==> config.mk <==
export PLATFORM = sky130hd
export DESIGN_NAME = chunked_body_decoder_flat
export DESIGN_NICKNAME = d
export VERILOG_FILES = /design/src/hdl/cbd_pkg.sv /design/src/hdl/cbd_stream_if.sv /design/src/hdl/chunked_body_decoder.sv /design/src/flat_wrapper.sv
export VERILOG_INCLUDE_DIRS = /design/src /design/src/hdl
export SDC_FILE = /design/constraint.sdc
export NUM_CORES = 1
export LEC_CHECK = 0
export ABC_AREA = 1
export BUFFER_PORTS_ARGS = -buffer_cell sky130_fd_sc_hd__buf_2
export CAP_MARGIN = 15
export CORE_AREA = 2 2 172 174
export CTS_CLUSTER_SIZE = 30
export DETAILED_ROUTE_END_ITERATION = 16
export DIE_AREA = 0 0 174 176
export GPL_TIMING_DRIVEN = 1
export PLACE_DENSITY = 0.53
export SYNTH_ARGS = -nofsm -noshare
export SYNTH_HDL_FRONTEND = slang
export SYNTH_SLANG_ARGS = --single-unit
export TNS_END_PERCENT = 100
==> constraint.sdc <==
create_clock -name clk -period 5.1 [get_ports clk]
set_input_delay 0.51 -clock clk [delete_from_list [all_inputs] [get_ports clk]]
set_output_delay 0.51 -clock clk [all_outputs]
set_load 0.02 [all_outputs]
==> src/hdl/chunked_body_decoder_defines.svh <==
// ----------------------------------------------------------------------------
// Chunked body decoder assertion macros
// Concurrent assertion wrappers that drop out of synthesis builds.
// ----------------------------------------------------------------------------
`ifndef CHUNKED_BODY_DECODER_DEFINES_SVH
`define CHUNKED_BODY_DECODER_DEFINES_SVH

`ifndef SYNTHESIS
// The consequent must hold in the same cycle as the antecedent.
`define CBD_ASSERT_SAME(label, clk, rst_n, ante, cons) \
	label: assert property (@(posedge clk) disable iff (!(rst_n)) (ante) |-> (cons)) \
		else $error("chunked body decoder: assertion failed");
// The consequent must hold in the cycle after the antecedent.
`define CBD_ASSERT_NEXT(label, clk, rst_n, ante, cons) \
	label: assert property (@(posedge clk) disable iff (!(rst_n)) (ante) |=> (cons)) \
		else $error("chunked body decoder: assertion failed");
`else
`define CBD_ASSERT_SAME(label, clk, rst_n, ante, cons)
`define CBD_ASSERT_NEXT(label, clk, rst_n, ante, cons)
`endif

`endif

==> src/hdl/cbd_pkg.sv <==
// ----------------------------------------------------------------------------
// Chunked body decoder package
// Phase encoding, character codes and byte classification helpers.
// ----------------------------------------------------------------------------
`default_nettype none

package cbd_pkg;

	localparam int CBD_SIZE_BITS = 32;
	localparam int COUNT_BITS = 32;

	localparam logic [7:0] CH_CR = 8'd13;
	localparam logic [7:0] CH_LF = 8'd10;
	localparam logic [7:0] CH_SPACE = 8'd32;
	localparam logic [7:0] CH_TAB = 8'd9;

	// Number of bytes that follow each chunk's data and are skipped.
	localparam logic [1:0] SKIP_BYTES = 2'd2;

	// hex_value returns this code for a byte that is not a hex digit.
	localparam logic [4:0] HEX_NONE = 5'd16;

	typedef enum logic [1:0] {
		PH_SIZE = 2'd0,
		PH_DATA = 2'd1,
		PH_SKIP = 2'd2,
		PH_DONE = 2'd3
	} phase_t;

	function automatic logic [4:0] hex_value(input logic [7:0] c);
		logic [7:0] v;
		begin
			v = 8'd0;
			if (c >= 8'h30 && c <= 8'h39) begin
				v = c - 8'h30;
			end else if (c >= 8'h61 && c <= 8'h66) begin
				v = c - 8'h57;
			end else if (c >= 8'h41 && c <= 8'h46) begin
				v = c - 8'h37;
			end else begin
				v = {3'd0, HEX_NONE};
			end
			return v[4:0];
		end
	endfunction

	function automatic logic is_blank(input logic [7:0] c);
		begin
			return (c == CH_SPACE) || (c >= CH_TAB && c <= CH_CR);
		end
	endfunction

endpackage

`default_nettype wire

==> src/hdl/cbd_stream_if.sv <==
// ----------------------------------------------------------------------------
// Chunked body decoder channels
// Valid/ready interfaces for the raw body bytes and the decoded results.
// ----------------------------------------------------------------------------
`default_nettype none

interface cbd_body_if;
	logic       valid;
	logic       ready;
	logic [7:0] body_byte;
	logic       first_byte;
	logic       last_byte;

	modport source (output valid, body_byte, first_byte, last_byte, input ready);
	modport sink (input valid, body_byte, first_byte, last_byte, output ready);
endinterface

interface cbd_result_if;
	logic        valid;
	logic        ready;
	logic [7:0]  payload_byte;
	logic        payload_valid;
	logic        bad_size_char;
	logic        body_done;
	logic [31:0] payload_total;
	logic        last_result;

	modport source (output valid, payload_byte, payload_valid, bad_size_char, body_done,
		payload_total, last_result, input ready);
	modport sink (input valid, payload_byte, payload_valid, bad_size_char, body_done,
		payload_total, last_result, output ready);
endinterface

`default_nettype wire

==> src/hdl/chunked_body_decoder.sv <==
// ----------------------------------------------------------------------------
// Chunked body decoder
// Strips size lines and trailers of a chunked HTTP body, at most a byte a cycle.
// ----------------------------------------------------------------------------
// Usage:
// Raw body bytes enter on the body channel; first_byte clears the decoder
// before its byte is handled, last_byte is only carried through.
// Every request on the body channel produces exactly one request on the
// result channel, in order. payload_valid marks bytes that belong to chunk
// data; payload_byte is zero otherwise. bad_size_char flags a size-line byte
// that is neither a hex digit nor whitespace, body_done is high from the end
// of the zero-size line on, and payload_total is the running payload count.
// An accepted byte is held in the input register; then the result register,
// where the phase state and the chunk counter are updated, loads its result
// and presents it.
// Throughput is one byte per cycle while the result channel does not stall;
// the registered state update of one byte feeds the next byte.
// After reset both registers are empty and the decoder waits for a size line.
// When the result receiver stalls, the result register holds its request and
// the input register fills; body.ready then drops until the stall clears.
// ----------------------------------------------------------------------------
`default_nettype none
`include "chunked_body_decoder_defines.svh"

module chunked_body_decoder #(
	parameter int SIZE_BITS = cbd_pkg::CBD_SIZE_BITS
) (
	input  wire          clk,
	input  wire          arst_n,
	cbd_body_if.sink     body,
	cbd_result_if.source result
);
	import cbd_pkg::*;

	// Input register.
	logic       valid_s1;
	logic [7:0] byte_s1;
	logic       first_s1;
	logic       last_s1;

	// Decoder state.
	phase_t                 phase_q;
	logic                   cr_pending_q;
	logic [SIZE_BITS-1:0]   remaining_q;
	logic [1:0]             skip_left_q;
	logic [COUNT_BITS-1:0]  payload_count_q;

	// Result register.
	logic                  out_valid_q;
	logic [7:0]            payload_byte_q;
	logic                  payload_valid_q;
	logic                  bad_size_char_q;
	logic                  body_done_q;
	logic [COUNT_BITS-1:0] payload_total_q;
	logic                  last_result_q;

	logic out_free;
	logic advance;

	// State as seen by the byte in the input register, after a first_byte clear.
	phase_t                base_phase;
	logic                  base_cr;
	logic [SIZE_BITS-1:0]  base_rem;
	logic [1:0]            base_skip;
	logic [COUNT_BITS-1:0] base_count;

	logic [4:0]            hex_d;
	logic                  line_end;
	logic [SIZE_BITS-1:0]  rem_dec;
	logic [1:0]            skip_dec;

	phase_t                phase_d;
	logic                  cr_d;
	logic [SIZE_BITS-1:0]  rem_d;
	logic [1:0]            skip_d;
	logic [COUNT_BITS-1:0] count_d;
	logic                  pvalid_d;
	logic                  bad_d;

	assign out_free   = !out_valid_q || result.ready;
	assign advance    = valid_s1 && out_free;
	assign body.ready = !valid_s1 || out_free;

	always_comb begin
		if (first_s1) begin
			base_phase = PH_SIZE;
			base_cr    = 1'b0;
			base_rem   = '0;
			base_skip  = '0;
			base_count = '0;
		end else begin
			base_phase = phase_q;
			base_cr    = cr_pending_q;
			base_rem   = remaining_q;
			base_skip  = skip_left_q;
			base_count = payload_count_q;
		end
	end

	assign hex_d    = hex_value(byte_s1);
	assign line_end = base_cr && (byte_s1 == CH_LF);
	assign rem_dec  = base_rem - {{(SIZE_BITS-1){1'b0}}, 1'b1};
	assign skip_dec = base_skip - 2'd1;

	// Next phase.
	always_comb begin
		phase_d = base_phase;
		unique case (base_phase)
			PH_SIZE: begin
				if (line_end) begin
					phase_d = (base_rem == '0) ? PH_DONE : PH_DATA;
				end
			end
			PH_DATA: begin
				if (rem_dec == '0) begin
					phase_d = PH_SKIP;
				end
			end
			PH_SKIP: begin
				if (skip_dec == 2'd0) begin
					phase_d = PH_SIZE;
				end
			end
			PH_DONE: begin
				phase_d = PH_DONE;
			end
			default: begin
				phase_d = PH_SIZE;
			end
		endcase
	end

	// Datapath and flags.
	always_comb begin
		cr_d     = base_cr;
		rem_d    = base_rem;
		skip_d   = base_skip;
		count_d  = base_count;
		pvalid_d = 1'b0;
		bad_d    = 1'b0;
		unique case (base_phase)
			PH_SIZE: begin
				if (line_end) begin
					cr_d = 1'b0;
				end else begin
					cr_d = (byte_s1 == CH_CR);
					if (hex_d != HEX_NONE) begin
						// Shift in one hex digit, dropping the top nibble.
						rem_d = {base_rem[SIZE_BITS-5:0], hex_d[3:0]};
					end else if (!is_blank(byte_s1)) begin
						bad_d = 1'b1;
					end
				end
			end
			PH_DATA: begin
				pvalid_d = 1'b1;
				count_d  = base_count + {{(COUNT_BITS-1){1'b0}}, 1'b1};
				rem_d    = rem_dec;
				if (rem_dec == '0) begin
					skip_d = SKIP_BYTES;
				end
			end
			PH_SKIP: begin
				skip_d = skip_dec;
				if (skip_dec == 2'd0) begin
					rem_d = '0;
					cr_d  = 1'b0;
				end
			end
			PH_DONE: begin
				cr_d = base_cr;
			end
			default: begin
				cr_d = base_cr;
			end
		endcase
	end

	always_ff @(posedge clk or negedge arst_n) begin
		if (!arst_n) begin
			valid_s1 <= 1'b0;
		end else if (body.ready) begin
			valid_s1 <= body.valid;
		end
	end

	always_ff @(posedge clk) begin
		if (body.valid && body.ready) begin
			byte_s1  <= body.body_byte;
			first_s1 <= body.first_byte;
			last_s1  <= body.last_byte;
		end
	end

	always_ff @(posedge clk or negedge arst_n) begin
		if (!arst_n) begin
			phase_q         <= PH_SIZE;
			cr_pending_q    <= 1'b0;
			remaining_q     <= '0;
			skip_left_q     <= '0;
			payload_count_q <= '0;
			out_valid_q     <= 1'b0;
		end else begin
			if (advance) begin
				phase_q         <= phase_d;
				cr_pending_q    <= cr_d;
				remaining_q     <= rem_d;
				skip_left_q     <= skip_d;
				payload_count_q <= count_d;
				out_valid_q     <= 1'b1;
			end else if (result.ready) begin
				out_valid_q <= 1'b0;
			end
		end
	end

	always_ff @(posedge clk) begin
		if (advance) begin
			payload_byte_q  <= pvalid_d ? byte_s1 : 8'd0;
			payload_valid_q <= pvalid_d;
			bad_size_char_q <= bad_d;
			body_done_q     <= (phase_d == PH_DONE);
			payload_total_q <= count_d;
			last_result_q   <= last_s1;
		end
	end

	assign result.valid         = out_valid_q;
	assign result.payload_byte  = payload_byte_q;
	assign result.payload_valid = payload_valid_q;
	assign result.bad_size_char = bad_size_char_q;
	assign result.body_done     = body_done_q;
	assign result.payload_total = payload_total_q;
	assign result.last_result   = last_result_q;

	// Skipping the bytes after chunk data always has one or two bytes left to go.
	`CBD_ASSERT_SAME(a_skip_count, clk, arst_n, phase_q == PH_SKIP,
		skip_left_q == 2'd1 || skip_left_q == 2'd2)
	// Once decoding has ended, only a new body leaves the done phase.
	`CBD_ASSERT_NEXT(a_done_sticky, clk, arst_n, advance && !first_s1 && phase_q == PH_DONE,
		phase_q == PH_DONE)
	// Each data byte adds exactly one to the running count.
	`CBD_ASSERT_NEXT(a_count_step, clk, arst_n, advance && !first_s1 && phase_q == PH_DATA,
		payload_count_q == $past(payload_count_q) + 32'd1)
	// Bytes that are not payload leave a zero payload field.
	`CBD_ASSERT_SAME(a_payload_zero, clk, arst_n, out_valid_q && !payload_valid_q,
		payload_byte_q == 8'd0)

endmodule

`default_nettype wire
==> src/flat_wrapper.sv <==
// flat-port wrapper written by rule: the top's interface ports become plain ports
module chunked_body_decoder_flat import cbd_pkg::*;
#(
	parameter int SIZE_BITS = cbd_pkg::CBD_SIZE_BITS
)
  (clk, arst_n, body_valid, body_body_byte, body_first_byte, body_last_byte, body_ready, result_valid, result_payload_byte, result_payload_valid, result_bad_size_char, result_body_done, result_payload_total, result_last_result, result_ready);
  cbd_body_if body_i ();
  cbd_result_if result_i ();
  input  wire clk;
  input  wire arst_n;
  input wire logic [$bits(body_i.valid)-1:0] body_valid;
  input wire logic [$bits(body_i.body_byte)-1:0] body_body_byte;
  input wire logic [$bits(body_i.first_byte)-1:0] body_first_byte;
  input wire logic [$bits(body_i.last_byte)-1:0] body_last_byte;
  output wire logic [$bits(body_i.ready)-1:0] body_ready;
  output wire logic [$bits(result_i.valid)-1:0] result_valid;
  output wire logic [$bits(result_i.payload_byte)-1:0] result_payload_byte;
  output wire logic [$bits(result_i.payload_valid)-1:0] result_payload_valid;
  output wire logic [$bits(result_i.bad_size_char)-1:0] result_bad_size_char;
  output wire logic [$bits(result_i.body_done)-1:0] result_body_done;
  output wire logic [$bits(result_i.payload_total)-1:0] result_payload_total;
  output wire logic [$bits(result_i.last_result)-1:0] result_last_result;
  input wire logic [$bits(result_i.ready)-1:0] result_ready;
  assign body_i.valid = body_valid;
  assign body_i.body_byte = body_body_byte;
  assign body_i.first_byte = body_first_byte;
  assign body_i.last_byte = body_last_byte;
  assign body_ready = body_i.ready;
  assign result_valid = result_i.valid;
  assign result_payload_byte = result_i.payload_byte;
  assign result_payload_valid = result_i.payload_valid;
  assign result_bad_size_char = result_i.bad_size_char;
  assign result_body_done = result_i.body_done;
  assign result_payload_total = result_i.payload_total;
  assign result_last_result = result_i.last_result;
  assign result_i.ready = result_ready;
  chunked_body_decoder #(.SIZE_BITS(SIZE_BITS)) u_core (.clk(clk), .arst_n(arst_n), .body(body_i), .result(result_i));
endmodule
# After elaboration in Yosys (flattened, before gate mapping)
# Cells that the tools add are included.
totals:
  reg_bits: 125
  latch_bits: 0
  ramBits: 0
  rom_bits: 0
  in_bits: 14
  out_inout_bits: 46
  wordCells: 84
  memories: 0
classes:
  add_sub_neg: 6
  multipliers: 0
  div: 0
  n_lt_le_gt_ge: 8
  eq_ne: 8
  shift: 0
  n_mux: 27
  bitwise_logic: 1
  n_reduce_logical: 18
op_table:
  columns: ["cell", "count"]
  rows:
  - ["$mux 32", 6]
  - ["$pmux 32 s3", 1]
  - ["$logic_not 32->1", 2]
  - ["$add 32x1->32 const B", 1]
  - ["$sub 32x1->32 const B", 1]
  - ["$eq 8x4->1 const B", 2]
  - ["$ge 8x7->1 const B", 2]
  - ["$le 8x7->1 const B", 2]
  - ["$mux 5", 3]
  - ["$sub 5x5->5 const B", 3]
  - ["$mux 2", 7]
  - ["$eq 8x6->1 const B", 1]
  - ["$ge 8x4->1 const B", 1]
  - ["$ge 8x6->1 const B", 1]
  - ["$le 8x4->1 const B", 1]
  - ["$le 8x6->1 const B", 1]
  - ["$pmux 2 s4", 1]
  - ["$logic_and 1x1->1", 7]
  - ["$mux 1", 7]
  - ["$eq 2x2->1 const B", 3]
  - ["$ne 5x5->1 const B", 1]
  - ["$logic_not 2->1", 2]
  - ["$pmux 2 s2", 1]
  - ["$logic_or 1x1->1", 3]
  - ["other kinds (7)", 8]

# Depth between registers and ports, before layout
logic_depth:
  depth_word: 9
  mapped_depth: 22
  depth_no_buf: 22

# Least setup slack after synthesis
# OpenSTA, ideal clock, no wires.
synth_timing:
  kind: "reg2reg"
  startpoint: "reg u_core.first_s1"
  endpoint: "reg u_core.payload_count_q[29]"
  setup_ns: 0.067
  t_arrival_ns: 2.845
  required_ns: 5.033
  slack_ns: 2.189
  stages_incl_launch_ff: 16
  path_cell_list: "edfxtp_1 buf_2 buf_1 clkbuf_1 nor2_1 ha_1 clkbuf_1 inv_1 nor3_4 nand3_2 nor3_2 nand3_1 nor3b_2 xor2_1 nand2_1 nand2_1"
synth_via:
  elab_chain_len: 3
  word_cells_on_any_way: 5
synth_lines:
  columns: ["item", "line", "rtl"]
  rows:
  - ["from (decl)", "chunked_body_decoder.sv:38", "logic first_s1;"]
  - ["from (signal assigned)", "chunked_body_decoder.sv:190", "first_s1 <= body.first_byte;"]
  - ["$mux 32 / $mux 2 (equally long branches)", "chunked_body_decoder.sv:85", "if (first_s1) begin"]
  - ["$add 32x1->32 / $eq 2x1->1 (equally long branches)", "chunked_body_decoder.sv:157, chunked_body_decoder.sv:141", null]
  - ["$mux 32 (*)", "chunked_body_decoder.sv:141", "unique case (base_phase)"]
  - ["net u_core.count_d[29]", "chunked_body_decoder.sv:76", "logic [COUNT_BITS-1:0] count_d;"]
  - ["to (signal assigned)", "chunked_body_decoder.sv:209", "payload_count_q <= count_d;"]
  - ["to (decl)", "chunked_body_decoder.sv:46", "logic [COUNT_BITS-1:0] payload_count_q;"]
# Mark *: on every way through the listed nets, which the timed path passes. The rest lies on a longest branch.
# A chain may end at the register's enable or synchronous reset.

# Worst setup path in the final report
# Same ends and word-level chain as after synthesis.

==> flow_summary.ini <==
[cells_and_area]
finalNonFillerCells = 1611
fill_cells = 3086
antenna_cells = 0
drive_above_1_share_pct = 12.71
layout_commonest_cell = nand2_1
area_growth_pct = 14.42
nets = 1241
final_cell_mix = nand2_1, inv_1, nor2_1

[clock_tree]
path_clk_slew_ns = 0.06
cts_made_buffers = 17
clk-insertion-delay-late_ns = 0.43
cts_setup_buffers = 0
ctsResizeCount = 0
cts.sink_count = 125
cts_tree = done
cts-root-buf = clkbuf_16
cts_buffer_depth = 2
hold_buffers = 0
cts.htree.levels = 4

[sta]
max_freq_mhz = 282.1
setup_viol = 0
hold_viol = 0
slew_headroom_pct = 32.87
fin_crit_sh_pct = 69.50
slew_viol_final = 0
rsz0062_at_grt = false
tightestPinTransition_ns = 1.007
skew_ns = 0.01225
fin_setup_tns_ns = 0
min_period_ns = 3.544

[logic_synthesis]
synth_warnings = 0
async_flop_share_pct = 56.80
synth_enable_flop_cells = 54
ys_types = 48
synth_nets = 1205
ys_seq_area_share_pct = 40.10
syn_inst = 1178
ys_ff_latch = 125
syn_area_sq_um = 8474
synth_ff_type = dfrtp_1
syn_area_per_cell_sq_um = 7.194

[floorplan]
die_w_um = 174
core_area_sq_um = 28550
num_io_pins = 60
die_area_sq_um = 30620
die_h_um = 176
initial_utilization_pct = 29.69
row_count = 62

[status]
status = complete, no violations

[global_routing]
overflow = 0
antenna_found_initial = 0
grt_max_degree = 99
grt_pass1_wl_um = 38940
grt_pass1_vias = 7375
track_usage_pct = 15.91

[drt]
drc_errors = 0
vias = 7733
drtIter0Drc = 614
post_drt_wl_per_cell_um = 14.78
first_pass_iters = 6
avgViaCountPerCell = 4.800
postRouteAntennaNets = 0
drt_wl_total_um = 23820

[setup_path]
critPathMostFrequentCell = nand2_1
slowest_stage = ha_2
crit_fanout = 75
crit_type = reg2reg
path_cells = buf_4 -> inv_2 -> buf_12 -> nand2_1 -> ha_2 -> inv_1 -> nor3_4 -> nand3_2 -> nor3_2 -> nand3_1 -> nor3b_2 -> xor2_1 -> nand2_1 -> nand2_1
r2r_cells = 14
cpPeakStageDelay_ns = 0.45
crit_cells = 14
critPathTopFamily = simple AND/OR/NAND/NOR gates
reg2reg_slack_ns = 1.56
setup.worst_path.start = u_core.first_s1
crit_arrival_ns = 3.90
r2r-end = u_core.payload_count_q[29]
worstSetupStartpointType = register
cp-endpoint = u_core.payload_count_q[29]
r2r_start = u_core.first_s1
crit_path_end_kind = register
cp_num_buf_inv = 4
worstPathRequired_ns = 5.46

[placement]
io_buffers = 59
routabilityCongestion = 0.8826
dp.cells = 1579
place_hpwl_um = 16020

[power]
ir_drop_mv = 0.1929
p_total_mw = 4.292
leakagePower_nw = 4.752
p_per_area_nw_per_um2 = 442.6

[worst_hold_path]
worst_hold_path_type = in2async

[run]
cap_violations = 0
-- synth_stat cells, types with 3 or more instances --
| cell type | instances | area, sq um |
|---|---|---|
| nor2_1 | 112 | 420.4 |
| nor2_4 | 3 | 33.78 |
| nand2_2 | 14 | 87.58 |
| nand2_1 | 379 | 1423 |
| o21ai_0 | 86 | 430.4 |
| xnor2_1 | 4 | 35.03 |
| inv_2 | 4 | 15.01 |
| nand4_1 | 17 | 106.4 |
| edfxtp_1 | 54 | 1622 |
| clkbuf_1 | 29 | 108.9 |
| xor2_1 | 34 | 297.8 |
| a21oi_1 | 61 | 305.3 |
| buf_2 | 7 | 35.03 |
| ha_1 | 13 | 162.7 |
| a31oi_1 | 9 | 56.30 |
| o22ai_1 | 4 | 25.02 |
| nor2_2 | 9 | 56.30 |
| nor4_1 | 6 | 37.54 |
| nand3_2 | 4 | 40.04 |
| buf_6 | 5 | 56.30 |
| dfrtp_1 | 71 | 1777 |
| nand2_4 | 9 | 101.4 |
| o211ai_1 | 16 | 120.1 |
| nor3_1 | 12 | 60.06 |
| nand3_1 | 58 | 290.3 |
| inv_1 | 117 | 439.2 |
| o21ai_2 | 4 | 35.03 |
| nand3b_1 | 5 | 37.54 |
| o21ai_1 | 5 | 25.02 |
| buf_1 | 6 | 22.52 |
-- sequential cells by signal, summed over array words and instances, names as in the netlist, 2 cells and up --
signal and count:
u_core.payload_count_q 32, u_core.remaining_q 32, u_core.result.payload_byte 8, u_core.phase_q 2
u_core.result.payload_total 32, u_core.byte_s1 8, u_core.skip_left_q 2
-- stage by stage --
step                      utilization [%]  hold slack [ns]  setup slack (ns)  cell area (sq um)
after floorplan                         -           0.2144             2.189               8474
after global placement              31.77           0.4013             1.673               9069
after detailed placement            31.77           0.4224             1.545               9069
after CTS                           33.97           0.2415             1.530               9697
after global routing                33.97           0.2417             1.231               9697
final                               33.97           0.2394             1.556               9697
-- power breakdown --
group / internal, mW / leakage (nW) / total [mW] / switching, mW
Combinational: 0.476 / 2.96 / 1.63 / 1.16
Clock: 0.806 / 0.302 / 1.31 / 0.507
Sequential: 1.21 / 1.49 / 1.34 / 0.137
Total: 2.49 / 4.75 / 4.29 / 1.80
-- cell families (layout without fill, tap and decap cells) --
logic type	after synthesis	count (layout)	share of synthesized area, %
adder cells (fa/ha/maj)	13	13	1.919
XOR/XNOR	38	38	3.927
AO/OA/AOI/OAI	193	193	12.54
flip-flops	125	125	40.10
buffers and inverters	171	220	8.489
AND/OR/NAND/NOR	638	638	33.03
-- final cells by class --
class | instances | area, sq um | area share, %
Clock inverter | 14 | 177.7 | 1.832
Inverter | 121 | 455.4 | 4.697
Multi-Input combinational cell | 882 | 4364 | 45.01
Sequential cell | 125 | 3398 | 35.05
Timing Repair Buffer | 67 | 370.4 | 3.819
Tap cell | 384 | 480.5 | 4.955
Clock buffer | 18 | 450.4 | 4.645
-- layer usage --
| layer | track usage, % | share of wire (%) |
|---|---|---|
| met4 | 5.252 | 1.7 |
| met5 | 0 | 0 |
| met1 | 21.60 | 48 |
| met2 | 25.65 | 46 |
| met3 | 2.929 | 4.9 |
-- how the worst min path moves through the flow --
stage	to	slack, ns	cells past startpoint
3_5_place_dp	u_core.result.last_result	0.42	0
5_1_grt	u_core.byte_s1[5]	0.24	1
4_1_cts	u_core.byte_s1[5]	0.24	1
3_3_place_gp	u_core.result.last_result	0.40	0
2_1_floorplan	u_core.cr_pending_q	0.21	0
6_report	u_core.payload_count_q[12]	0.24	1
Power figures use the tool's default switching activity.
